### src/design/lsc_pkg.sv
// Shared types and codes for the line segment window clipper.
// No dependencies.
`default_nettype none
package lsc_pkg;

    typedef struct packed {
        logic pzero;
        logic qneg;
        logic pneg;
    } edge_flags_t;

    typedef enum logic [1:0] {
        CFG_LEFT   = 2'd0,
        CFG_RIGHT  = 2'd1,
        CFG_BOTTOM = 2'd2,
        CFG_TOP    = 2'd3
    } cfg_index_t;

    localparam int CFG_INDEX_BITS = 2;

endpackage
`default_nettype wire

### src/design/lsc_move.sv
// Two-stage endpoint interpolation: multiply, then add and truncate toward zero.
// Depends on lsc_pkg.
`default_nettype none
module lsc_move import lsc_pkg::*; #(
    parameter int COORD_W = 12,
    parameter int FRAC_W  = 16
) (
    input  wire logic                      aclk,
    input  wire logic                      aresetn,
    input  wire logic                      en,
    input  wire logic                      in_valid,
    input  wire logic                      in_ok,
    input  wire logic [FRAC_W:0]           in_t1,
    input  wire logic [FRAC_W:0]           in_t2,
    input  wire logic signed [COORD_W-1:0] in_x1,
    input  wire logic signed [COORD_W-1:0] in_y1,
    input  wire logic signed [COORD_W:0]   in_dx,
    input  wire logic signed [COORD_W:0]   in_dy,
    output logic                           out_valid,
    output logic                           out_visible,
    output logic signed [COORD_W-1:0]      out_sx,
    output logic signed [COORD_W-1:0]      out_sy,
    output logic signed [COORD_W-1:0]      out_ex,
    output logic signed [COORD_W-1:0]      out_ey
);

    localparam int PW = FRAC_W + COORD_W + 3;
    localparam int SW = FRAC_W + COORD_W + 4;
    localparam logic [FRAC_W:0] T_ONE = {1'b1, {FRAC_W{1'b0}}};

    logic                     valid1_reg, ok1_reg, mv_end_reg, mv_start_reg;
    logic signed [COORD_W-1:0] x1_reg, y1_reg, x2_reg, y2_reg;
    logic signed [PW-1:0]     pex_reg, pey_reg, psx_reg, psy_reg;

    logic                     valid2_reg, vis_reg;
    logic signed [COORD_W-1:0] sx_reg, sy_reg, ex_reg, ey_reg;

    function automatic logic signed [COORD_W-1:0] interp(
        input logic signed [COORD_W-1:0] c,
        input logic signed [PW-1:0]      prod
    );
        logic signed [SW-1:0] sum;
        logic signed [SW-1:0] adj;
        sum = (SW'(c) <<< FRAC_W) + SW'(prod);
        adj = sum[SW-1] ? sum + $signed(SW'({FRAC_W{1'b1}})) : sum;
        return adj[FRAC_W+COORD_W-1:FRAC_W];
    endfunction

    always_ff @(posedge aclk) begin
        if (!aresetn) begin
            valid1_reg <= 1'b0;
            valid2_reg <= 1'b0;
        end else if (en) begin
            valid1_reg <= in_valid;
            valid2_reg <= valid1_reg;
        end
    end

    always_ff @(posedge aclk) begin
        if (en) begin
            ok1_reg      <= in_ok;
            mv_end_reg   <= in_t2 != T_ONE;
            mv_start_reg <= in_t1 != '0;
            x1_reg       <= in_x1;
            y1_reg       <= in_y1;
            x2_reg       <= in_x1 + in_dx[COORD_W-1:0];
            y2_reg       <= in_y1 + in_dy[COORD_W-1:0];
            pex_reg      <= $signed({1'b0, in_t2}) * in_dx;
            pey_reg      <= $signed({1'b0, in_t2}) * in_dy;
            psx_reg      <= $signed({1'b0, in_t1}) * in_dx;
            psy_reg      <= $signed({1'b0, in_t1}) * in_dy;

            vis_reg <= ok1_reg;
            if (!ok1_reg) begin
                sx_reg <= '0;
                sy_reg <= '0;
                ex_reg <= '0;
                ey_reg <= '0;
            end else begin
                sx_reg <= mv_start_reg ? interp(x1_reg, psx_reg) : x1_reg;
                sy_reg <= mv_start_reg ? interp(y1_reg, psy_reg) : y1_reg;
                ex_reg <= mv_end_reg ? interp(x1_reg, pex_reg) : x2_reg;
                ey_reg <= mv_end_reg ? interp(y1_reg, pey_reg) : y2_reg;
            end
        end
    end

    assign out_valid   = valid2_reg;
    assign out_visible = vis_reg;
    assign out_sx      = sx_reg;
    assign out_sy      = sy_reg;
    assign out_ex      = ex_reg;
    assign out_ey      = ey_reg;

endmodule
`default_nettype wire

### config.mk
export PLATFORM = sky130hd
export DESIGN_NAME = lsc_move
export DESIGN_NICKNAME = d
export VERILOG_FILES = /design/src/design/lsc_pkg.sv /design/src/design/lsc_move.sv
export SDC_FILE = /design/constraint.sdc
export NUM_CORES = 2
export LEC_CHECK = 0
export BUFFER_PORTS_ARGS = -buffer_cell sky130_fd_sc_hd__buf_4
export CAP_MARGIN = 20
export CORE_ASPECT_RATIO = 1.75
export CORE_MARGIN = 2
export CORE_UTILIZATION = 45
export DETAILED_ROUTE_END_ITERATION = 8
export PLACE_DENSITY_LB_ADDON = 0.3
export REMOVE_ABC_BUFFERS = 1
export SLEW_MARGIN = 20
export SYNTH_ARGS = -nofsm -noshare
export SYNTH_HDL_FRONTEND = slang
export SYNTH_SLANG_ARGS = --single-unit
### constraint.sdc
create_clock -name aclk -period 8.75 [get_ports aclk]
set_input_delay 0.4375 -clock aclk [delete_from_list [all_inputs] [get_ports aclk]]
set_output_delay 0.4375 -clock aclk [all_outputs]
set_load 0.05 [all_outputs]
==> qor.csv <==
metric,value,unit
status,"complete, no violations",
"most common cell after layout, fill and taps aside",inv_1,
clock slew seen by the registers of the worst setup and hold paths,70,ps
fillcell total,8485,
"Seq/Total Area, Yosys",0.166,
Clock Latency Late Sink,610,ps
vias per cell,5.41,
Final Skew,22.1,ps
Max Buffers Root-to-Sink,3,
CP Launch Type,primary input,
gr ovfl total,0,
final hold vios,0,
first-pass GRT wire length,168,mm
Worst Path Arrival,6330,ps
Mapped Area,40800,um2
root buf cell,clkbuf_16,
I/O pins,139,
worst r2r path cells,9,
placed wire-length estimate,80.3,mm
WL final,104,mm
register area,6770,um2
die height,402,um
Syn. warnings,0,
number of nets in the layout,5446,
Final Max Slew Viols,0,
I/O Buffers,138,
largest net degree at the start of global routing,84,
number of routed nets with antenna violations,0,
total power,0.0172,W
post-CTS setup buffer count,0,
setup_tns,0,ps
Power Dens Cells,395,nW/um2
WS Path Type,primary input to flop,
Cells after Synth,4201,
Total Routing Usage GR,0.231,
"setup slack, reg-to-reg",4800,ps
CORE AREA,90100,um2
initial antenna violation count,0,
vias in the first global route,32343,
Hold Buf Count CTS,5,
Max Clk Rate,167,MHz
die area,93100,um2
worst vdd ir,317,uV
Avg Inst Size Synth,9.70,um2
Inst Count DP,5340,
Worst Hold Depth,1,
Slew headroom,0.335,
clk sink count,226,
Worst Setup EP,pey_reg[29],
CP max FO,35,
Die W,232,um
Final setup viols,0,
synth unique cells,82,
initial core utilization,0.453,
CTS tree,yes,
fin crit period,5970,ps
routability cong.,0.872,
hold_ws,39.8,ps
most frequent cells in the layout,"inv_1, fa_1, nand2_1",
number of buffers created by CTS,26,
DRT Pass-1 Iters,5,
fraction of registers with async set/reset,0,
Main synth FF type,edfxtp_1,
H-Tree Depth,1,
Iter 0 DRT Violations,1162,
reg-to-reg endpoint,out_ex[4],
Worst setup EP type,flop,
fraction of layout cells with a size suffix above 1,0.0525,
post-route DRC violation count,0,
"FF+latch count, synth",226,
RSZ-0062 raised after global routing,false,
"Period Utilization, post-route",0.683,
multi-input logic area,30700,um2
leakage power,20.9,nW
fin cells,5394,
Row Count,146,
CP startpoint,in_dy[4],
Worst Max-Slew Pin Slew,998,ps
via count,29172,
r2r startpoint,x1_reg[11],
routed len/inst,19.3,um
Area Overhead vs Synth,6.83,%
count of flip-flops with a built-in enable after synthesis,224,
post_cts resized,0,
maxcap violations,0,
critical path required time,9110,ps
worst min path class,primary input to flop,
## power breakdown
group	total, W	switching, W	internal, W	leakage [nW]
combinational	0.0136	0.00771	0.00592	18.2
clock	0.00116	0.000521	0.000638	0.408
sequential	0.00239	0.000154	0.00223	2.23
## area by class of cell
class	instances	share of cell area
diodes	1	0.0000575
clock inverters	21	0.00497
inverters	687	0.0592
clock buffers	27	0.0150
multi-input cells	3099	0.705
well taps	1184	0.0340
repair buffers	149	0.0261
flip-flops and latches	226	0.155
## how the worst min path moves through the flow
| stage | start | end | slack, ps |
|---|---|---|---|
| after floorplan | valid1_reg | valid1_reg | 480 |
| after global placement | valid1_reg | out_valid | 500 |
| after detailed placement | out_valid | out_valid | 510 |
| after CTS | in_x1[4] | x1_reg[4] | 1 |
| after global routing | in_x1[8] | x1_reg[8] | 20 |
| final | in_x1[4] | x1_reg[4] | 40 |
## routing by layer
metal / track usage / share of wire
met1: 0.243 / 0.36
met2: 0.451 / 0.55
met3: 0.0174 / 0.032
met4: 0.122 / 0.059
met5: 0 / 0
## metrics by stage
step | setup slack [ps] | cell area [um2] | utilization
after CTS | 2800 | 43500 | 0.484
after global routing | 2440 | 43500 | 0.484
final | 2780 | 43600 | 0.484
after detailed placement | 2130 | 42600 | 0.473
after floorplan | 3010 | 40100 | -
after global placement | 2290 | 42600 | 0.473
## critical path: stages
cell and delay (ps):
buf_4 380, nand2_1 150, fa_1 520, fa_1 510
inv_1 50, fa_1 550, fa_1 440, fa_1 530
fa_1 420, ha_1 350, a211o_1 330, o31ai_2 310
o311ai_1 170, o41ai_2 470, o21ai_0 130, and2_1 190
o22ai_1 200, xnor2_1 100
## synthesized netlist by cell type (7+ instances only)
cell type / count / area [um2]
inv_1: 686 / 2570
fa_1: 666 / 13300
nand2_1: 521 / 1960
ha_1: 502 / 6280
and2_1: 383 / 2400
edfxtp_1: 224 / 6730
clkbuf_1: 188 / 706
xnor2_1: 132 / 1160
nor2_1: 130 / 488
a21oi_1: 127 / 636
o21ai_0: 90 / 450
nor2b_1: 78 / 488
xor2_1: 55 / 482
a21o_1: 40 / 300
nand2b_1: 38 / 238
nor3_1: 34 / 170
nand3_1: 31 / 155
a211oi_1: 28 / 210
nor4_1: 26 / 163
nand4_1: 20 / 125
o21a_1: 18 / 135
a31oi_1: 16 / 100
o21bai_1: 13 / 97.6
o211ai_1: 12 / 90.1
mux2i_1: 11 / 110
a31o_2: 10 / 87.6
and3_1: 8 / 50.1
or3_1: 8 / 50.1
a21boi_0: 7 / 52.6
or4_1: 7 / 52.6
## cell families (layout without fill, tap and decap cells)
logic type | count (synthesis) | count (layout) | share of synthesized area
muxes | 11 | 11 | 0.00270
xor gates and xnor gates | 187 | 187 | 0.0402
adders and majority gates | 1168 | 1168 | 0.481
buffers and inverters | 876 | 884 | 0.0807
AOI/OAI and AO/OA | 417 | 417 | 0.0661
other | 0 | 1 | 0
DFF | 226 | 226 | 0.166
and+or+nand+nor | 1316 | 1316 | 0.163
Power figures use the tool's default switching activity.
