<file path="config.mk">
export PLATFORM = sky130hd
export DESIGN_NAME = lsc_edge_pair
export DESIGN_NICKNAME = d
export VERILOG_FILES = /design/src/design/lsc_pkg.sv /design/src/design/lsc_edge_pair.sv
export SDC_FILE = /design/constraint.sdc
export NUM_CORES = 1
export LEC_CHECK = 0
export ABC_AREA = 1
export BUFFER_PORTS_ARGS = -buffer_cell sky130_fd_sc_hd__buf_4
export CAP_MARGIN = 30
export CORE_AREA = 2 2 98 100
export CTS_CLUSTER_SIZE = 12
export DETAILED_ROUTE_END_ITERATION = 8
export DIE_AREA = 0 0 100 102
export GPL_TIMING_DRIVEN = 0
export MAX_ROUTING_LAYER = met4
export PLACE_DENSITY = 0.95
export SYNTH_ARGS = -nofsm -noshare
export SYNTH_HDL_FRONTEND = slang
export SYNTH_SLANG_ARGS = --single-unit
</file>
<file path="constraint.sdc">
create_clock -name aclk -period 16.5 [get_ports aclk]
set_input_delay 3.3 -clock aclk [delete_from_list [all_inputs] [get_ports aclk]]
set_output_delay 3.3 -clock aclk [all_outputs]
set_load 0.02 [all_outputs]
</file>
<file path="src/design/lsc_pkg.sv">
// Shared types and codes for the line segment window clipper.
// No dependencies.
`default_nettype none
package lsc_pkg;

    typedef struct packed {
        logic pzero;
        logic qneg;
        logic pneg;
    } edge_flags_t;

    typedef enum logic [1:0] {
        CFG_LEFT   = 2'd0,
        CFG_RIGHT  = 2'd1,
        CFG_BOTTOM = 2'd2,
        CFG_TOP    = 2'd3
    } cfg_index_t;

    localparam int CFG_INDEX_BITS = 2;

endpackage
`default_nettype wire

</file>
<file path="src/design/lsc_edge_pair.sv">
// One register stage applying two boundary tests to the entry/exit parameters.
// Depends on lsc_pkg.
`default_nettype none
module lsc_edge_pair import lsc_pkg::*; #(
    parameter int FRAC_W = 16,
    parameter int SIDE_W = 8
) (
    input  wire logic              aclk,
    input  wire logic              aresetn,
    input  wire logic              en,
    input  wire logic              in_valid,
    input  wire logic              in_ok,
    input  wire logic [FRAC_W:0]   in_t1,
    input  wire logic [FRAC_W:0]   in_t2,
    input  wire edge_flags_t       in_flags_a,
    input  wire edge_flags_t       in_flags_b,
    input  wire logic [FRAC_W:0]   in_quo_a,
    input  wire logic [FRAC_W:0]   in_quo_b,
    input  wire logic              in_sat_a,
    input  wire logic              in_sat_b,
    input  wire logic [SIDE_W-1:0] in_side,
    output logic                   out_valid,
    output logic                   out_ok,
    output logic [FRAC_W:0]        out_t1,
    output logic [FRAC_W:0]        out_t2,
    output logic [SIDE_W-1:0]      out_side
);

    localparam logic [FRAC_W:0] R_SAT = {1'b1, {(FRAC_W-1){1'b0}}, 1'b1};

    logic              valid_reg;
    logic              ok_reg;
    logic [FRAC_W:0]   t1_reg;
    logic [FRAC_W:0]   t2_reg;
    logic [SIDE_W-1:0] side_reg;

    logic              ok_next;
    logic [FRAC_W:0]   t1_next;
    logic [FRAC_W:0]   t2_next;

    edge_flags_t       fl   [2];
    logic [FRAC_W:0]   quo  [2];
    logic              sat  [2];

    assign fl[0]  = in_flags_a;
    assign fl[1]  = in_flags_b;
    assign quo[0] = in_quo_a;
    assign quo[1] = in_quo_b;
    assign sat[0] = in_sat_a;
    assign sat[1] = in_sat_b;

    always_comb begin
        logic [FRAC_W:0]          mag;
        logic signed [FRAC_W+1:0] r;
        ok_next = in_ok;
        t1_next = in_t1;
        t2_next = in_t2;
        for (int e = 0; e < 2; e++) begin
            mag = sat[e] ? R_SAT : quo[e];
            r   = (fl[e].qneg ^ fl[e].pneg) ? -$signed({1'b0, mag}) : $signed({1'b0, mag});
            if (fl[e].pzero) begin
                if (fl[e].qneg) ok_next = 1'b0;
            end else if (fl[e].pneg) begin
                if (r > $signed({1'b0, t2_next})) ok_next = 1'b0;
                else if (r > $signed({1'b0, t1_next})) t1_next = r[FRAC_W:0];
            end else begin
                if (r < $signed({1'b0, t1_next})) ok_next = 1'b0;
                else if (r < $signed({1'b0, t2_next})) t2_next = r[FRAC_W:0];
            end
        end
    end

    always_ff @(posedge aclk) begin
        if (!aresetn) begin
            valid_reg <= 1'b0;
        end else if (en) begin
            valid_reg <= in_valid;
        end
    end

    always_ff @(posedge aclk) begin
        if (en) begin
            ok_reg   <= ok_next;
            t1_reg   <= t1_next;
            t2_reg   <= t2_next;
            side_reg <= in_side;
        end
    end

    assign out_valid = valid_reg;
    assign out_ok    = ok_reg;
    assign out_t1    = t1_reg;
    assign out_t2    = t2_reg;
    assign out_side  = side_reg;

endmodule
`default_nettype wire

</file>
==> key figures, run 1 <==
Run status
  – Status: completed

CTS
  – H-tree levels: 2
  – Sink Count: 44
  – Max Buffers Root-to-Sink: 2
  – CTS Hold Buffers Added: 0
  – # Post-CTS Setup Buffers: 0
  – Post-CTS Resized: 0
  – Root Buffer: clkbuf_8
  – CTS tree: built
  – CTS Buf Count: 5
  – Worst-path clk slew: 0.08 ns
  – Clk Latency, worst-skew pair: 0.30 ns

Cells and area
  – Area of the multi-input gates: 3510 sq um
  – Share of layout cells above drive strength 1: 19.9%
  – Nets: 1,064
  – Ant. Diodes: 0
  – Synth-to-Final Area Change: 23.9%
  – Sequential cell area: 1310 sq um
  – Fillers: 748
  – Layout Cells excl Fill: 1,017

Timing
  – Endpoints failing hold: 0
  – Final Max Slew Viols: 0
  – Slew headroom: 53.3%
  – Post-route minimum period: 8.81 ns
  – Clk_skew: 0 ns
  – Part of the cycle the worst path needs: 53.4%
  – Peak Freq: 113 MHz
  – Final count of negative-setup-slack endpoints: 0
  – RSZ-0062 raised after global routing: no
  – Setup total negative slack: 0 ns
  – Slew @ Worst Pin: 0.697 ns

Setup path
  – CP required: 16.55 ns
  – WS Path Type: in2reg
  – Arrival time at the worst endpoint: 8.86 ns
  – FF-to-FF Start: out_valid
  – Type of origin of the critical path: input port
  – CP Capture Type: register
  – Crit-path most repeated cell: nand2_1
  – CP peak stage delay: 0.32 ns
  – Cell count of the worst reg-to-reg path: 2
  – CP max FO: 10
  – Slowest library cell on the worst path: xor2_1
  – Origin of the worst setup path: in_sat_a
  – Reg2reg setup slack: 15.83 ns

Detailed routing
  – Post-Route WL: 14.6 mm
  – Via count: 5,679
  – Drt first pass iters: 5
  – Antenna-violating nets left: 0
  – Initial DRC Count: 404
  – DR vias/cell: 5.58
  – DRC viols: 0
  – DR WL/cell: 14.4 um

Floorplan
  – Die Ht: 102 um
  – I/O pins: 133
  – Total die area: 10,200 sq um
  – Rows: 35
  – Die width: 100 um
  – Initial Util: 58.1%
  – Core area: 9110 sq um

Global route
  – First-pass GRT wire length: 23.0 mm
  – Met1 usage: 35.8%
  – Grt peak-use layer: met2
  – Antenna violations before repair: 0
  – Met2 usage: 49.2%
  – Largest net degree at the start of global routing: 46
  – Grt met3 use: 3.83%
  – Number of global-route vias before repair: 5,125
  – GR Overflow Total: 0
  – Global-route usage over all layers: 28.9%

Yosys
  – Syn_nets: 925
  – Mapped Area: 5290 sq um
  – Warnings from Yosys: 0
  – #FFs+latches synth: 44
  – Sequential area share after synthesis: 24.8%
  – Distinct cells, synth: 42
  – Synthesized instance count: 766
  – Post-Syn Area per Cell: 6.91 sq um

Placed design
  – Final HPWL DP: 12.2 mm
  – Placer Congestion: 0.956
  – Dpl cells: 1,009
  – PortBufs: 132

Power and ir drop
  – Power Density: 69.4 nW/um^2
  – Leakage power: 3.51 nW
  – Overall power: 455 uW
  – Worst vdd ir: 38.2 uV

Job
  – Max-cap violations: 0

Worst hold path
  – Min-Delay Path Class: reg2reg
  – Hold path cells: 2
  – Hold path start: out_valid
==> sequential cells by signal (all words and copies together), names as in the netlist <==
register,flops
out_side,8
out_t2,17
out_t1,17
out_ok,1
out_valid,1
==> cell type report <==
cell class | count | share of cell area, %
Buffer | 18 | 1.64
Timing Repair Buffer | 132 | 15.1
Clock inverter | 2 | 0.916
Sequential cell | 44 | 20.0
Multi-Input combinational cell | 607 | 53.5
Inverter | 97 | 5.56
Tap cell | 111 | 2.12
Clock buffer | 6 | 1.11
==> final timing paths <==
path | end
setup / recovery | out_t2[14]
hold / removal | out_valid
setup reg to reg | out_valid
hold reg to reg | out_valid
==> worst max-delay path, delay by kind of cell <==
| kind | cells | cell delay [ns] |
|---|---|---|
| simple gates | 31 | 3.44 |
| buf+inv | 6 | 0.88 |
| fa+ha+maj | 2 | 0.61 |
| xor+xnor | 1 | 0.32 |
| compound gates | 2 | 0.29 |
==> Yosys cell counts, drive strengths merged <==
cell	instances	area [sq um]
a211oi	1	7.51
a21boi	1	11.3
a21o	1	7.51
a21oi	27	146
a31oi	1	6.26
and2	2	12.5
and3	2	12.5
buf	14	92.6
clkbuf	4	15.0
dfxtp	1	20.0
edfxtp	43	1290
ha	70	876
inv	97	364
nand2	252	966
nand3	79	435
nand3b	4	30.0
nand4	37	231
nor2	50	210
nor3	5	25.0
nor3b	1	12.5
nor4	1	6.26
o21a	1	7.51
o21ai	37	200
o21bai	4	30.0
or2	2	12.5
xnor2	8	77.6
xor2	21	184
==> where the power goes <==
group	switching (mW)	total, mW	internal [mW]
combinational	0.136	0.217	0.0817
clock	0.0376	0.0981	0.0605
sequential	0.00297	0.139	0.136
==> stage by stage <==
stage / cell area (sq um) / worst slack [ns] / util (%) / hold WS, ns
floorplan: 5290 / 8.77 / - / 0.606
global placement: 6420 / 7.64 / 70.5 / 0.528
detailed placement: 6420 / 7.50 / 70.5 / 0.541
CTS: 6550 / 7.79 / 72.0 / 0.563
global route: 6550 / 7.06 / 72.0 / 0.609
finish: 6550 / 7.69 / 72.0 / 0.573
==> layout by cell type (no fill, tap or decap), types with 4 or more instances in the layout <==
cell      Yosys  final
nand2_1     244    244
buf_4         2    134
inv_1        94     94
nand3_1      74     74
ha_1         70     70
nor2_1       45     45
edfxtp_1     43     43
nand4_1      37     37
o21ai_0      27     27
a21oi_1      26     26
xor2_1       21     21
buf_2         8      8
nand2_2       8      8
o21ai_1       8      8
xnor2_1       7      7
nor3_1        5      5
clkbuf_1      4      5
clkbuf_8      0      5
nand3b_1      4      4
o21bai_1      4      4
==> logic make-up (layout without fill, tap and decap cells) <==
kind of cell	count (synthesis)	in the layout	share of synthesized area (%)
and+or+nand+nor	435	435	36.9
DFF	44	44	24.8
buffers and inverters	115	255	8.91
xor gates and xnor gates	29	29	4.94
AOI/OAI and AO/OA	73	73	7.87
adders and majority gates	70	70	16.6
==> metal layers <==
| metal | wire length (um) | share of wire, % |
|---|---|---|
| met1 | 6150 | 42 |
| met2 | 6840 | 47 |
| met3 | 1280 | 8.8 |
| met4 | 363 | 2.5 |
| met5 | 0 | 0 |
Power figures use the tool's default switching activity.
==> run 2: changes to the inputs <==
--- a/config.mk
+++ b/config.mk
@@ -8,13 +8,13 @@
 export ABC_AREA = 1
 export BUFFER_PORTS_ARGS = -buffer_cell sky130_fd_sc_hd__buf_4
 export CAP_MARGIN = 30
-export CORE_AREA = 2 2 98 100
+export CORE_AREA = 2 2 102 104
 export CTS_CLUSTER_SIZE = 12
 export DETAILED_ROUTE_END_ITERATION = 8
-export DIE_AREA = 0 0 100 102
+export DIE_AREA = 0 0 104 106
 export GPL_TIMING_DRIVEN = 0
 export MAX_ROUTING_LAYER = met4
-export PLACE_DENSITY = 0.95
+export PLACE_DENSITY = 0.89
 export SYNTH_ARGS = -nofsm -noshare
 export SYNTH_HDL_FRONTEND = slang
 export SYNTH_SLANG_ARGS = --single-unit
==> constraint.sdc (replaced) <==
create_clock -name aclk -period 8.3 [get_ports aclk]
set_input_delay 1.66 -clock aclk [delete_from_list [all_inputs] [get_ports aclk]]
set_output_delay 1.66 -clock aclk [all_outputs]
set_load 0.02 [all_outputs]
==> key figures, run 2 (same netlist as run 1, synthesis figures left out) <==
Run status
  – Status: completed

Cells and area
  – Ant. Diodes: 0 (unchanged)
  – Share of layout cells above drive strength 1: 19.8% (-0.11 points)
  – Nets: 1,064 (unchanged)
  – Final Cell Area: 6530 sq um (-0.31%)
  – Most frequent cells in the layout: 244 x nand2_1, 134 x buf_4, 94 x inv_1, 74 x nand3_1, 70 x ha_1
  – Layout Utilization: 65.3% (-6.6 points)
  – Commonest non-fill, non-tap cell in the layout: nand2_1
  – Synth-to-Final Area Change: 23.5%
  – Layout Cells excl Fill: 1,042 (+2.5%)

Placed design
  – Placer Congestion: 0.912 (-4.6%)
  – Placed Instance Area: 6450 sq um (+0.49%)
  – PortBufs: 132 (unchanged)
  – Dpl cells: 1,034 (+2.5%)
  – Final HPWL DP: 12.7 mm (+4.2%)

Timing
  – Post-route minimum period: 7.22 ns
  – Setup total negative slack: 0 ns (unchanged)
  – Slew @ Worst Pin: 0.703 ns (+0.00589 ns)
  – Clk_skew: 0 ns (unchanged)
  – Endpoints failing hold: 0 (unchanged)
  – Part of the cycle the worst path needs: 87.0%
  – RSZ-0062 raised after global routing: no
  – Peak Freq: 138 MHz
  – Final Max Slew Viols: 0 (unchanged)
  – Final count of negative-setup-slack endpoints: 0 (unchanged)
  – Slew headroom: 52.9% (-0.39 points)

Floorplan
  – I/O pins: 133 (unchanged)
  – Initial Util: 52.9% (-5.2 points)
  – Die width: 104 um (+4.0%)
  – Total die area: 11,000 sq um (+8.1%)
  – Core area: 10000 sq um (+9.8%)
  – Rows: 37 (+5.7%)
  – Die Ht: 106 um (+3.9%)

Detailed routing
  – Drt first pass iters: 5 (unchanged)
  – DR vias/cell: 5.31 (-5.0%)
  – Antenna-violating nets left: 0 (unchanged)
  – DRC viols: 0 (unchanged)
  – Post-Route WL: 14.5 mm (-0.73%)
  – DR WL/cell: 13.9 um (-3.1%)
  – Initial DRC Count: 404 (unchanged)
  – Via count: 5,530 (-2.6%)

CTS
  – Post-CTS Resized: 0 (unchanged)
  – Sink Count: 44 (unchanged)
  – CTS Buf Count: 5 (unchanged)
  – Max Buffers Root-to-Sink: 2 (unchanged)
  – # Post-CTS Setup Buffers: 0 (unchanged)
  – CTS Hold Buffers Added: 0 (unchanged)
  – CTS tree: built
  – Clk Latency, worst-skew pair: 0.30 ns (about the same)
  – Worst-path clk slew: 0.07 ns (about the same)
  – Root Buffer: clkbuf_8
  – H-tree levels: 2 (unchanged)

Setup path
  – CP max FO: 10 (unchanged)
  – FF-to-FF Start: out_valid
  – CP Capture Type: register
  – Reg2reg setup slack: 7.60 ns (-8.23 ns)
  – WS Path Type: in2reg
  – Type of origin of the critical path: input port
  – Cell count of the worst reg-to-reg path: 2 (unchanged)
  – Arrival time at the worst endpoint: 7.27 ns (-1.59 ns)
  – RR Endpoint: out_valid
  – Crit-path most repeated cell: nand2_1
  – Slowest library cell on the worst path: nor3_1
  – CP peak stage delay: 0.35 ns (+0.03 ns)
  – CP required: 8.35 ns (-8.20 ns)

Power and ir drop
  – Switching share of power: 40.8% (+2.0 points)
  – Clock Power Share: 15.0% (-6.6 points)
  – Worst vdd ir: 92.4 uV (+140%)
  – NetSw: 339 uW (+92%)
  – P_int: 493 uW (+77%)
  – Logic pwr share: 51.7% (+3.9 points)
  – Leakage power: 3.49 nW (-0.66%)
  – Power Density: 127 nW/um^2 (+83%)
  – Sequential share of power: 33.3% (+2.7 points)

Global route
  – Global-route usage over all layers: 27.0% (-1.9 points)
  – Antenna violations before repair: 0 (unchanged)
  – First-pass GRT wire length: 23.8 mm (+3.7%)
  – Largest net degree at the start of global routing: 46 (unchanged)
  – GR Overflow Total: 0 (unchanged)
  – Number of global-route vias before repair: 5,187 (+1.2%)

Worst hold path
  – Min-Delay Path Class: reg2reg
  – Hold path start: out_valid
  – Hold endpoint: out_valid
  – Hold path cells: 2 (unchanged)

Job
  – Max-cap violations: 0 (unchanged)
==> run 2: cell types whose count changed in the layout (fill, tap and decap cells not counted), sizes merged <==
cell	change
clkbuf	+1
bufinv	-2
clkinv	+1
==> run 2: power groups by stage <==
stage / sequential (mW) / clock, mW / combinational (mW)
global placement: 0.281 / 0 / 0.411
detailed placement: 0.283 / 0 / 0.424
CTS: 0.278 / 0.126 / 0.426
finish: 0.277 / 0.124 / 0.430
floorplan: 0.312 / 0 / 0.249
global route: 0.280 / 0.132 / 0.480
==> run 2: how the worst max path moves through the flow <==
stage	depth (start not counted)	endpoint	startpoint	slack, ns
5_1_grt	41	out_t2[14]	in_sat_a	0.59
4_1_cts	39	out_t2[8]	in_sat_a	1.19
3_3_place_gp	41	out_t2[9]	in_sat_a	1.04
6_report	39	out_t2[9]	in_sat_a	1.08
2_1_floorplan	40	out_t1[15]	in_sat_a	2.21
3_5_place_dp	39	out_t2[8]	in_sat_a	0.88
==> run 2: cell type report <==
| type | count | area [sq um] |
|---|---|---|
| Inverter | 97 | 364 |
| Multi-Input combinational cell | 607 | 3510 |
| Sequential cell | 44 | 1310 |
| Tap cell | 136 | 170 |
| Buffer | 18 | 108 |
| Timing Repair Buffer | 132 | 991 |
| Clock inverter | 1 | 5.00 |
| Fill cell | 896 | 3470 |
| Clock buffer | 7 | 76.3 |
==> run 2: through the flow <==
stage	setup slack (ns)	hold slack, ns	total power [mW]
after floorplan	2.21	0.606	0.561
after global placement	1.04	0.525	0.692
after detailed placement	0.882	0.580	0.706
after CTS	1.19	0.605	0.829
after global routing	0.592	0.649	0.891
final	1.08	0.600	0.832
==> run 2: routing by layer <==
| metal | track usage, % | up-vias | share of wire, % |
|---|---|---|---|
| met1 | 34.4 | 2440 | 44 |
| met4 | 7.24 | 0 | 1.8 |
| met5 | - | - | 0 |
| met3 | 2.33 | 22 | 6.5 |
| met2 | 46.4 | 233 | 47 |
| li1 | - | 2835 | - |
==> run 2: critical path: cells and delay by family <==
family	cells	cell delay, ns
AOI/OAI and AO/OA	2	0.29
xor gates and xnor gates	1	0.32
adders and majority gates	2	0.60
buffers and inverters	5	0.86
and+or+nand+nor	29	3.53
