### config.mk
export PLATFORM = sky130hd
export DESIGN_NAME = lsc_div
export DESIGN_NICKNAME = d
export VERILOG_FILES = /design/src/design/lsc_pkg.sv /design/src/design/lsc_div.sv
export SDC_FILE = /design/constraint.sdc
export NUM_CORES = 1
export LEC_CHECK = 0
export BUFFER_PORTS_ARGS = -buffer_cell sky130_fd_sc_hd__buf_2
export CORE_ASPECT_RATIO = 1.1
export CORE_MARGIN = 2
export CORE_UTILIZATION = 35
export CTS_CLUSTER_DIAMETER = 50
export CTS_CLUSTER_SIZE = 30
export DETAILED_ROUTE_END_ITERATION = 7
export GPL_TIMING_DRIVEN = 0
export SYNTH_ARGS = -nofsm -noshare
export SYNTH_HDL_FRONTEND = slang
export SYNTH_SLANG_ARGS = --single-unit
### constraint.sdc
create_clock -name aclk -period 7.55 [get_ports aclk]
set_clock_uncertainty 0.15 [all_clocks]
set_input_delay 1.51 -clock aclk [delete_from_list [all_inputs] [get_ports aclk]]
set_output_delay 1.51 -clock aclk [all_outputs]
set_load 0.02 [all_outputs]
### src/design/lsc_pkg.sv
// Shared types and codes for the line segment window clipper.
// No dependencies.
`default_nettype none
package lsc_pkg;

    typedef struct packed {
        logic pzero;
        logic qneg;
        logic pneg;
    } edge_flags_t;

    typedef enum logic [1:0] {
        CFG_LEFT   = 2'd0,
        CFG_RIGHT  = 2'd1,
        CFG_BOTTOM = 2'd2,
        CFG_TOP    = 2'd3
    } cfg_index_t;

    localparam int CFG_INDEX_BITS = 2;

endpackage
`default_nettype wire

### src/design/lsc_div.sv
// Pipelined restoring divider, one quotient bit per stage, with a side-data lane.
// Depends on lsc_pkg.
`default_nettype none
module lsc_div import lsc_pkg::*; #(
    parameter int MAG_W  = 13,
    parameter int FRAC_W = 16,
    parameter int SIDE_W = 3
) (
    input  wire logic              aclk,
    input  wire logic              aresetn,
    input  wire logic              en,
    input  wire logic              in_valid,
    input  wire logic [MAG_W-1:0]  in_p_mag,
    input  wire logic [MAG_W-1:0]  in_q_mag,
    input  wire logic [SIDE_W-1:0] in_side,
    output logic                   out_valid,
    output logic [FRAC_W:0]        out_quo,
    output logic                   out_sat,
    output logic [SIDE_W-1:0]      out_side
);

    localparam int NS = FRAC_W + 2;

    logic              valid_reg [NS];
    logic [MAG_W:0]    rem_reg   [NS];
    logic [MAG_W-1:0]  dvs_reg   [NS];
    logic [FRAC_W:0]   quo_reg   [NS];
    logic              sat_reg   [NS];
    logic [SIDE_W-1:0] side_reg  [NS];

    logic              valid_next [NS];
    logic [MAG_W:0]    rem_next   [NS];
    logic [MAG_W-1:0]  dvs_next   [NS];
    logic [FRAC_W:0]   quo_next   [NS];
    logic              sat_next   [NS];
    logic [SIDE_W-1:0] side_next  [NS];

    assign valid_next[0] = in_valid;
    assign rem_next[0]   = {1'b0, in_q_mag};
    assign dvs_next[0]   = in_p_mag;
    assign quo_next[0]   = '0;
    // quotient would need more than FRAC_W+1 bits: ratio is 2.0 or above
    assign sat_next[0]   = {1'b0, in_q_mag} >= {in_p_mag, 1'b0};
    assign side_next[0]  = in_side;

    for (genvar s = 1; s < NS; s++) begin : g_step
        logic           ge;
        logic [MAG_W:0] diff;
        assign ge   = rem_reg[s-1] >= {1'b0, dvs_reg[s-1]};
        assign diff = ge ? rem_reg[s-1] - {1'b0, dvs_reg[s-1]} : rem_reg[s-1];
        assign valid_next[s] = valid_reg[s-1];
        assign rem_next[s]   = {diff[MAG_W-1:0], 1'b0};
        assign dvs_next[s]   = dvs_reg[s-1];
        assign quo_next[s]   = {quo_reg[s-1][FRAC_W-1:0], ge};
        assign sat_next[s]   = sat_reg[s-1];
        assign side_next[s]  = side_reg[s-1];
    end

    always_ff @(posedge aclk) begin
        if (!aresetn) begin
            for (int s = 0; s < NS; s++) valid_reg[s] <= 1'b0;
        end else if (en) begin
            for (int s = 0; s < NS; s++) valid_reg[s] <= valid_next[s];
        end
    end

    always_ff @(posedge aclk) begin
        if (en) begin
            for (int s = 0; s < NS; s++) begin
                rem_reg[s]  <= rem_next[s];
                dvs_reg[s]  <= dvs_next[s];
                quo_reg[s]  <= quo_next[s];
                sat_reg[s]  <= sat_next[s];
                side_reg[s] <= side_next[s];
            end
        end
    end

    assign out_valid = valid_reg[NS-1];
    assign out_quo   = quo_reg[NS-1];
    assign out_sat   = sat_reg[NS-1];
    assign out_side  = side_reg[NS-1];

endmodule
`default_nettype wire

==> results of run 1 <==
logic make-up after synthesis:
family	synth area share, %
mux	5.56
flops	60.6
compound gates	9.82
xor+xnor	3.88
simple gates	6.82
fa+ha+maj	9.58
buf+inv	3.71
cell type report:
cell class,count,share of cell area (%)
Clock inverter,69,2.06
Tap cell,1270,4.10
Timing Repair Buffer,59,1.08
Inverter,286,2.77
Buffer,34,0.455
Clock buffer,99,6.00
Sequential cell,685,52.6
Multi-Input combinational cell,1527,30.9
per-layer routing:
layer / vias up / track usage [%]
met3: 129 / 2.39
met2: 322 / 22.5
met4: 0 / 5.53
met1: 9206 / 13.7
li1: 9681 / -
met5: - / 0
how the worst min path moves through the flow:
stage / to / slack (ps) / from
final: side_reg[9][1] / 260 / side_reg[8][1]
after global routing: side_reg[4][2] / 270 / side_reg[3][2]
after detailed placement: quo_reg[10][9] / 250 / quo_reg[9][8]
after global placement: quo_reg[2][1] / 250 / quo_reg[1][0]
after floorplan: quo_reg[10][1] / 250 / quo_reg[9][0]
after CTS: quo_reg[3][1] / 260 / quo_reg[2][0]
Yosys cell counts (all sizes together) (15+ instances only):
cell and n:
edfxtp 668, inv 286, ha 232, mux2 144, nand2 139, o21ai 134
a21oi 118, nor2 101, xnor2 80, xor2 69, a21o 47, nor2b 46
a211oi 37, nor3 34, nand2b 27, o21a 26, nand4 25, o21bai 23
mux2i 22, nand3 21, clkbuf 19, dfxtp 17, fa 16, buf 15
o211ai 15
cell usage in the layout (no fill, tap or decap), drive strengths merged, types with 46 or more instances in the layout:
master | netlist | routed
o21ai | 134 | 134
nand2 | 139 | 139
nor2 | 101 | 101
a21oi | 118 | 118
edfxtp | 668 | 668
inv | 286 | 306
mux2 | 144 | 144
ha | 232 | 232
clkbuf | 19 | 118
xnor2 | 80 | 80
xor2 | 69 | 69
nor2b | 46 | 46
buf | 15 | 74
a21o | 47 | 47
metrics by stage:
stage | hold slack [ps] | util, % | setup TNS, ps | instance area, um^2
after CTS | 257 | 40.6 | 0 | 38800
final | 260 | 40.6 | 0 | 38800
after global routing | 268 | 40.6 | 0 | 38800
after floorplan | 250 | - | 0 | 33700
after detailed placement | 255 | 37.3 | 0 | 35700
after global placement | 250 | 37.1 | -3847090 | 35500
power by group through the flow:
stage	Sequential, mW	Clock [mW]	Combinational (mW)
6_report	5.67	4.35	5.29
5_1_grt	5.76	4.65	5.94
4_1_cts	5.69	4.50	5.32
3_5_place_dp	5.76	0	5.27
3_3_place_gp	5.83	0	5.21
2_1_floorplan	5.60	0	4.18
critical path: cells and delay by family:
family	cells	cell delay [ps]
buffers and inverters	6	2990
AND/OR/NAND/NOR	1	190
==> impl_results.md, run 1 <==
- Max Used Layer: met4
- Met3 wire len: 2430 um
- Worst skew pair latency: 660 ps
- Antenna violations before repair: 0
- CP Capture Type: flip-flop
- RSZ-0062 raised after global routing: false
- CTS tree: yes
- Clock power frac: 28.4%
- Met1 wire length: 24600 um
- Vias in the first global route: 19700
- Fill cells: 8941
- Sw power: 4.93 mW
- Crit-path cells: buf_8 -> buf_16 -> buf_16 -> buf_16 -> clkbuf_1 -> buf_1 -> nand2b_1
- Worst vdd ir: 181 uV
- First-pass GRT wire length: 98200 um
- Buffers on Ports: 54
- Mapped cell area: 33700 um^2
- Power Internal: 10.4 mW
- CTS Hold Bufs: 0
- Reg2reg end: rem_reg[12][7]
- Clock buffers created by TritonCTS: 90
- Power share of the sequential group: 37.1%
- Root Buffer: clkbuf_16
- Final WS setup: 2690 ps
- I/O pin cnt: 55
- Area growth syn-to-layout: 15.3%
- Core area: 95600 um^2
- Core Rows: 119
- Pre-antenna DRT Iters: 5
- Via/cell ratio: 4.80
- Cell Pwr Density: 395 nW/um^2
- Tcrit/Tclk final: 64.3%
- Min Tclk post-route: 4860 ps
- Fmax: 206 MHz
- Post-CTS setup buffers: 0
- Layout cells sized above 1: 14.3%
- Final Instance Count excl. Fillers: 4029
- Slew headroom: 37.0%
- Initial DRC Count: 893
- Grt ovf: 0
- Synth Flop Type: edfxtp_1
- Final slew viol count: 0
- Cells after synthesis: 2532
- Sink Count: 685
- Register area share after synthesis: 60.6%
- Pre-CTS setup slack: 1980 ps
- Avg Inst Size Synth: 13.3 um^2
- Crit Path Max Fanout: 123
- HP Class: reg2reg
- Die width: 300 um
- Placer Congestion: 0.882
- Synth warn: 0
- Largest net degree at the start of global routing: 125
- Worst path arrival time: 5070 ps
- Final hold vios: 0
- Total wire length: 60000 um
- Htree depth: 3
- R2R setup slack: 3950 ps
- Asr flop ratio synth: 0%
- Net Sw Frac: 32.2%
- Antenna viol nets, final: 0
- Pwr Total: 15.3 mW
- Yosys cell types: 74
- Setup violators final: 0
- Max cap viols: 0
- Mapped Nets: 2813
- Post-layout nets: 2964
- Die area: 98600 um^2
- Pleak: 15.2 nW
- Worst-path clk slew: 60 ps
- Slowest Stage Delay on Critical Path: 570 ps
- Starting density of the core: 35.2%
- Seq cells post-synth: 685
- Mean routed wirelength per cell: 14.9 um
- Comb power frac: 34.5%
- EDFF count, synth: 668
- Die height: 329 um
- Crit start category: input port
- Max Buffers Root-to-Sink: 3
- Multi-input combinational cell area: 12000 um^2
- Outcome: complete, no violations
- FF-to-FF Start: dvs_reg[11][0]
- Critical Path End: valid_reg[17]
- Worst Reg2Reg Path Length in Cells: 10
- DRC Markers: 0
- Measured slew at the worst slew-check pin: 943 ps
- Hpwl dp: 41900 um
- Wire length on met2: 30900 um
- CP Class: in2reg
- Diode count: 0
- Post-CTS sizing: 0
- Worst Setup SP: en
- Vias post-DR: 19300
- Synth area leader: edfxtp_1
- CP most frequent cell: buf_16
- GRT Total Usage: 12.3%
- Critical-path top delay cell: clkbuf_1
- Placed cell count: 3861
- Worst EP required: 7760 ps
- Storage element area: 20400 um^2
- Hold path depth: 0
- Top cells by area, synth: edfxtp_1 (60%), ha_1 (8.6%), mux2_2 (4.6%), inv_1 (3.2%), xnor2_1 (2.1%)
- Share of the synthesized area in the top cell type: 59.6%
No activity file was read; power rests on OpenSTA's default activity.
==> inputs of run 2 (changes only) <==
==> constraint.sdc (replaced) <==
create_clock -name aclk -period 4.4 [get_ports aclk]
set_clock_uncertainty 0.15 [all_clocks]
set_input_delay 0.88 -clock aclk [delete_from_list [all_inputs] [get_ports aclk]]
set_output_delay 0.88 -clock aclk [all_outputs]
set_load 0.02 [all_outputs]
==> run 2 against run 1 <==
Effect of this change: routed wire length barely moved; first-iteration DRC count is 0.34% higher; largest power group unchanged; global-route usage is the same; design area hardly changed; critical endpoint unchanged.
==> impl_results.md, run 2 (synthesis gave the netlist of run 1 again) <==
- Diode count: 0 (unchanged)
- Die width: 300 um (unchanged)
- I/O pin cnt: 55 (unchanged)
- Total wire length: 60000 um (about the same)
- Hpwl dp: 41900 um (unchanged)
- Final hold vios: 0 (unchanged)
- First-pass GRT wire length: 98200 um (unchanged)
- Post-layout nets: 2964 (unchanged)
- Pre-CTS setup slack: -545 ps (-2520 ps)
- Die height: 329 um (unchanged)
- Fmax: 246 MHz
- Largest net degree at the start of global routing: 125 (unchanged)
- Slew headroom: 37.0% (unchanged)
- Layout cells sized above 1: 14.3% (unchanged)
- Commonest non-fill, non-tap cell in the layout: edfxtp_1
- Placer Congestion: 0.882 (unchanged)
- CP Class: in2reg
- Most frequent cells in the layout: edfxtp_1 (668), inv_1 (286), ha_1 (232), nand2_1 (139), mux2_2 (136)
- Pleak: 15.2 nW (about the same)
- Buffers on Ports: 54 (unchanged)
- Sw power: 8.45 mW (+72%)
- Net Sw Frac: 32.2% (about the same)
- Area growth syn-to-layout: 15.3% (about the same)
- FF-to-FF Start: dvs_reg[11][0]
- Min Tclk post-route: 4060 ps
- Initial DRC Count: 896 (+0.34%)
- Largest delay contributor family on the critical path: buffers and inverters
- Mean routed wirelength per cell: 14.9 um (about the same)
- Max Buffers Root-to-Sink: 3 (unchanged)
- Final slew viol count: 0 (unchanged)
- Measured slew at the worst slew-check pin: 943 ps (unchanged)
- Worst skew pair latency: 660 ps (about the same)
- R2R setup slack: 800 ps (-3150 ps)
- Reg2reg end: rem_reg[12][7]
- Power Internal: 17.8 mW (+72%)
- Vias post-DR: 19300 (+0.057%)
- Fill cells: 8940 (-0.011%)
- Power share of the sequential group: 37.1% (about the same)
- Via/cell ratio: 4.80 (about the same)
- Core Rows: 119 (unchanged)
- Crit start category: input port
- WP depth: 7 (unchanged)
- CP most frequent cell: buf_16
- Pwr Total: 26.3 mW (+72%)
- Buf/Inv on CP: 6 (unchanged)
- CTS Hold Bufs: 0 (unchanged)
- Antenna viol nets, final: 0 (unchanged)
- Worst vdd ir: 310 uV (+72%)
- Cell area after layout: 38800 um^2 (about the same)
- DRC Markers: 0 (unchanged)
- Cell Pwr Density: 677 nW/um^2 (+72%)
- Clock power frac: 28.4% (about the same)
- Core area: 95600 um^2 (unchanged)
- Hold EP: side_reg[0][0]
- Starting density of the core: 35.2% (unchanged)
- Crit Path Max Fanout: 123 (unchanged)
- CTS tree: yes
- Outcome: complete, no violations
- Pre-antenna DRT Iters: 5 (unchanged)
- Vias in the first global route: 19700 (unchanged)
- Root Buffer: clkbuf_16
- Tcrit/Tclk final: 92.2%
- Dpl cell area: 35700 um^2 (unchanged)
- Hold path start: in_side[0]
- Max cap viols: 0 (unchanged)
- Antenna violations before repair: 0 (unchanged)
- Setup violators final: 0 (unchanged)
- Crit-path cells: buf_12 -> buf_16 -> buf_16 -> buf_16 -> clkbuf_1 -> buf_1 -> nand2b_1
- GRT Total Usage: 12.3% (unchanged)
- Worst path arrival time: 4270 ps (-800 ps)
- CP Capture Type: flip-flop
- HP Class: in2reg
- Critical-path top delay cell: clkbuf_1
- Comb power frac: 34.5% (about the same)
- Final WS setup: 341 ps (-2350 ps)
- Grt ovf: 0 (unchanged)
- Sink Count: 685 (unchanged)
- Die area: 98600 um^2 (unchanged)
- Worst Reg2Reg Path Length in Cells: 10 (unchanged)
- Hold path depth: 1 (+1)
- RSZ-0062 raised after global routing: false
- Worst-path clk slew: 60 ps (about the same)
- Slowest Stage Delay on Critical Path: 570 ps (about the same)
- Worst EP required: 4610 ps (-3150 ps)
- Clock buffers created by TritonCTS: 90 (unchanged)
- Htree depth: 3 (unchanged)
-- run 2: cell count changes in the layout (fill, tap and decap cells not counted) --
cell    delta
buf_12     +1
buf_8      -1
-- run 2: how the worst max path moves through the flow --
stage                   start         endpoint
2_1_floorplan  dvs_reg[11][0]  rem_reg[12][11]
5_1_grt                    en    valid_reg[17]
3_3_place_gp               en    valid_reg[17]
6_report                   en    valid_reg[17]
4_1_cts                    en    valid_reg[17]
3_5_place_dp               en    valid_reg[17]
-- run 2: layout make-up --
cell class,count,area (um^2),area share [%]
clock inverters,69,798,2.06
flip-flops and latches,685,20400,52.6
well taps,1270,1590,4.10
multi-input cells,1527,12000,30.9
plain buffers,34,176,0.455
inverters,286,1070,2.77
repair buffers,59,423,1.09
clock buffers,99,2330,6.00
-- run 2: power groups by stage --
stage / clock network (mW) / registers [mW] / logic [mW]
after floorplan: 0 / 9.60 / 7.17
after global placement: 0 / 10.0 / 8.95
after detailed placement: 0 / 9.88 / 9.05
after CTS: 7.73 / 9.76 / 9.13
after global routing: 7.97 / 9.88 / 10.2
final: 7.46 / 9.73 / 9.07
-- run 2: metrics by stage --
| stage | instances | utilization [%] | hold WS (ps) | TNS (ps) |
|---|---|---|---|---|
| global route | 4029 | 40.6 | 210 | 0 |
| detailed placement | 3861 | 37.3 | 255 | -4910 |
| floorplan | 2532 | - | 250 | 0 |
| global placement | 3856 | 37.1 | 250 | -5575810 |
| CTS | 4029 | 40.6 | 193 | 0 |
| finish | 4029 | 40.6 | 258 | 0 |
-- run 2: metal layers --
| layer | up-vias | share of wire [%] | global-route usage, % | routed length (um) |
|---|---|---|---|---|
| li1 | 9682 | - | - | - |
| met1 | 9213 | 41 | 13.7 | 24600 |
| met2 | 325 | 51 | 22.5 | 30900 |
| met3 | 129 | 4.0 | 2.39 | 2410 |
| met4 | 0 | 3.6 | 5.53 | 2140 |
| met5 | - | 0 | 0 | 0 |
-- run 2: what timing repair did --
item / in CTS / in global routing
gates resized for setup: 0 / 1
setup buffers: 0 / 0
endpoints found under the setup margin: 0 / 10
==> inputs of run 3 (changes only) <==
--- a/config.mk
+++ b/config.mk
@@ -6,6 +6,8 @@
 export NUM_CORES = 1
 export LEC_CHECK = 0
 export BUFFER_PORTS_ARGS = -buffer_cell sky130_fd_sc_hd__buf_2
+export CELL_PAD_IN_SITES_DETAIL_PLACEMENT = 1
+export CELL_PAD_IN_SITES_GLOBAL_PLACEMENT = 1
 export CORE_ASPECT_RATIO = 1.1
 export CORE_MARGIN = 2
 export CORE_UTILIZATION = 35
@@ -13,6 +15,9 @@
 export CTS_CLUSTER_SIZE = 30
 export DETAILED_ROUTE_END_ITERATION = 7
 export GPL_TIMING_DRIVEN = 0
+export PLACE_DENSITY_LB_ADDON = 0.1
+export RECOVER_POWER = 50
+export SKIP_CTS_REPAIR_TIMING = 1
 export SYNTH_ARGS = -nofsm -noshare
 export SYNTH_HDL_FRONTEND = slang
 export SYNTH_SLANG_ARGS = --single-unit
==> run 3 against run 2 <==
Effect of this change: the run now ends with max-capacitance violations, max-slew violations left; critical endpoint is now rem_reg[4][6]; largest cell class unchanged; die area stayed put; critical path depth is 2 higher; cell count hardly changed; worst setup slack better by 410 ps; register-to-register slack worse by 50 ps; sequential cell count stayed put; design area hardly changed; first-iteration DRC count is 12% higher; via count is 2.0% higher; clock-buffer cell count is 1 lower; hold slack worse by 9.7 ps.
==> impl_results.md, run 3 (synthesis gave the netlist of run 1 again) <==
- Outcome: finished, violations left
- Failing checks: max-capacitance violations, max-slew violations
- Post-layout nets: 2965 (+0.034%)
- CP Capture Type: flip-flop
- Vias post-DR: 19700 (+2.0%)
- Via/cell ratio: 4.90 (+2.0%)
- Placer Congestion: 0.845 (-4.2%)
- Total wire length: 71200 um (+19%)
- Die area: 98600 um^2 (unchanged)
- Grt ovf: 0 (unchanged)
- Antenna violations before repair: 0 (unchanged)
- RSZ-0062 raised after global routing: false
- Worst skew pair latency: 650 ps (about the same)
- Pre-antenna DRT Iters: 5 (unchanged)
- Worst EP required: 4640 ps (+30 ps)
- Buffers on Ports: 54 (unchanged)
- Final Instance Count excl. Fillers: 4032 (+0.074%)
- GRT Total Usage: 14.6% (+2.4 points)
- Worst path arrival time: 3890 ps (-380 ps)
- Commonest non-fill, non-tap cell in the layout: edfxtp_1
- Max Buffers Root-to-Sink: 3 (unchanged)
- Largest net degree at the start of global routing: 127 (+1.6%)
- Fmax: 274 MHz (+11%)
- Mean routed wirelength per cell: 17.7 um (+19%)
- Final slew viol count: 115 (+115)
- Core area: 95600 um^2 (unchanged)
- Max cap viols: 1 (+1)
- Clock buffers created by TritonCTS: 91 (+1.1%)
- Sink Count: 685 (unchanged)
- Tcrit/Tclk final: 82.9% (-9.3 points)
- Crit Path Max Fanout: 10 (-92%)
- Initial DRC Count: 1006 (+12%)
- Pre-CTS setup slack: 539 ps (+1080 ps)
- Die width: 300 um (unchanged)
- Diode count: 0 (unchanged)
- Antenna viol nets, final: 0 (unchanged)
- Storage element area: 20400 um^2 (unchanged)
- Layout cells sized above 1: 13.6% (-0.63 points)
- First-pass GRT wire length: 115000 um (+17%)
- CP Class: reg2reg
- Placed cell count: 3861 (unchanged)
- Vias in the first global route: 21000 (+6.7%)
- Hpwl dp: 52200 um (+25%)
- Area growth syn-to-layout: 15.2% (about the same)
- Final WS setup: 752 ps (+411 ps)
- DRC Markers: 0 (unchanged)
- Cell Pwr Density: 692 nW/um^2 (+2.2%)
- Crit start category: flip-flop
- Measured slew at the worst slew-check pin: 2900 ps (+1960 ps)
- Starting density of the core: 35.2% (unchanged)
- Min Tclk post-route: 3650 ps (-411 ps)
- Worst-path clk slew: 70 ps (about the same)
- Worst vdd ir: 325 uV (+4.8%)
- Htree depth: 3 (unchanged)
- Pleak: 15.1 nW (-0.32%)
- Root Buffer: clkbuf_16
- Fill cells: 9975 (+12%)
- I/O pin cnt: 55 (unchanged)
- HP Class: in2reg
- Multi-input combinational cell area: 12000 um^2 (unchanged)
- Slew headroom: -93.3% (-130 points)
- Core Rows: 119 (unchanged)
- Final hold vios: 0 (unchanged)
- Setup violators final: 0 (unchanged)
- Most frequent cells in the layout: edfxtp_1 (668), inv_1 (286), ha_1 (232), nand2_1 (139), mux2_2 (136)
- Die height: 329 um (unchanged)
- CTS tree: yes
==> run 3: power by group <==
group / internal (mW) / switching [mW]
Sequential: 9.11 / 0.726
Clock: 4.46 / 3.10
Combinational: 4.31 / 5.13
==> run 3: path summary, 6_finish.rpt <==
check / start / cells after the start / to / slack, ps
worst max-delay path: rem_reg[3][2] / 9 / rem_reg[4][6] / 750
worst min-delay path: in_side[0] / 1 / side_reg[0][0] / 250
worst max register to register: rem_reg[3][2] / 9 / rem_reg[4][6] / 750
worst min register to register: quo_reg[7][2] / 0 / quo_reg[8][3] / 250
==> run 3: worst max-delay path: stages, from the launching register on <==
cell,delay (ps)
edfxtp_1,400
ha_1,400
a21oi_1,130
o21ai_0,200
a21oi_1,160
o21ai_1,400
a21oi_1,180
o21ai_1,590
buf_2,380
mux2_2,380
==> run 3: per-stage QoR <==
| stage | area (um^2) | hold WS (ps) | utilization [%] | setup TNS [ps] | power (mW) |
|---|---|---|---|---|---|
| 2_1_floorplan | 33700 | 250 | - | 0 | 16.8 |
| 3_3_place_gp | 35500 | 250 | 37.1 | -5422510 | 19.4 |
| 3_5_place_dp | 35700 | 255 | 37.3 | 0 | 19.5 |
| 4_1_cts | 38800 | 189 | 40.6 | 0 | 27.3 |
| 5_1_grt | 38800 | 198 | 40.6 | 0 | 28.7 |
| 6_report | 38800 | 248 | 40.6 | 0 | 26.8 |
==> run 3: final cells by class <==
type                       instances  share of cell area [%]
buffer                            34                   0.455
timing repair buffer              59                   0.952
inverter                         286                    2.77
clock buffer                      98                    5.94
clock inverter                    73                    2.22
tap                             1270                    4.10
sequential                       685                    52.6
multi-input combinational       1527                    31.0
==> run 3: layer usage <==
metal  wire, um  vias up  global-route usage (%)
li1           -     9683                       -
met1      32300     9758                    18.7
met2      35200      197                    25.4
met3       2290      106                    2.57
met4       1450        0                    4.25
met5          0        -                       0
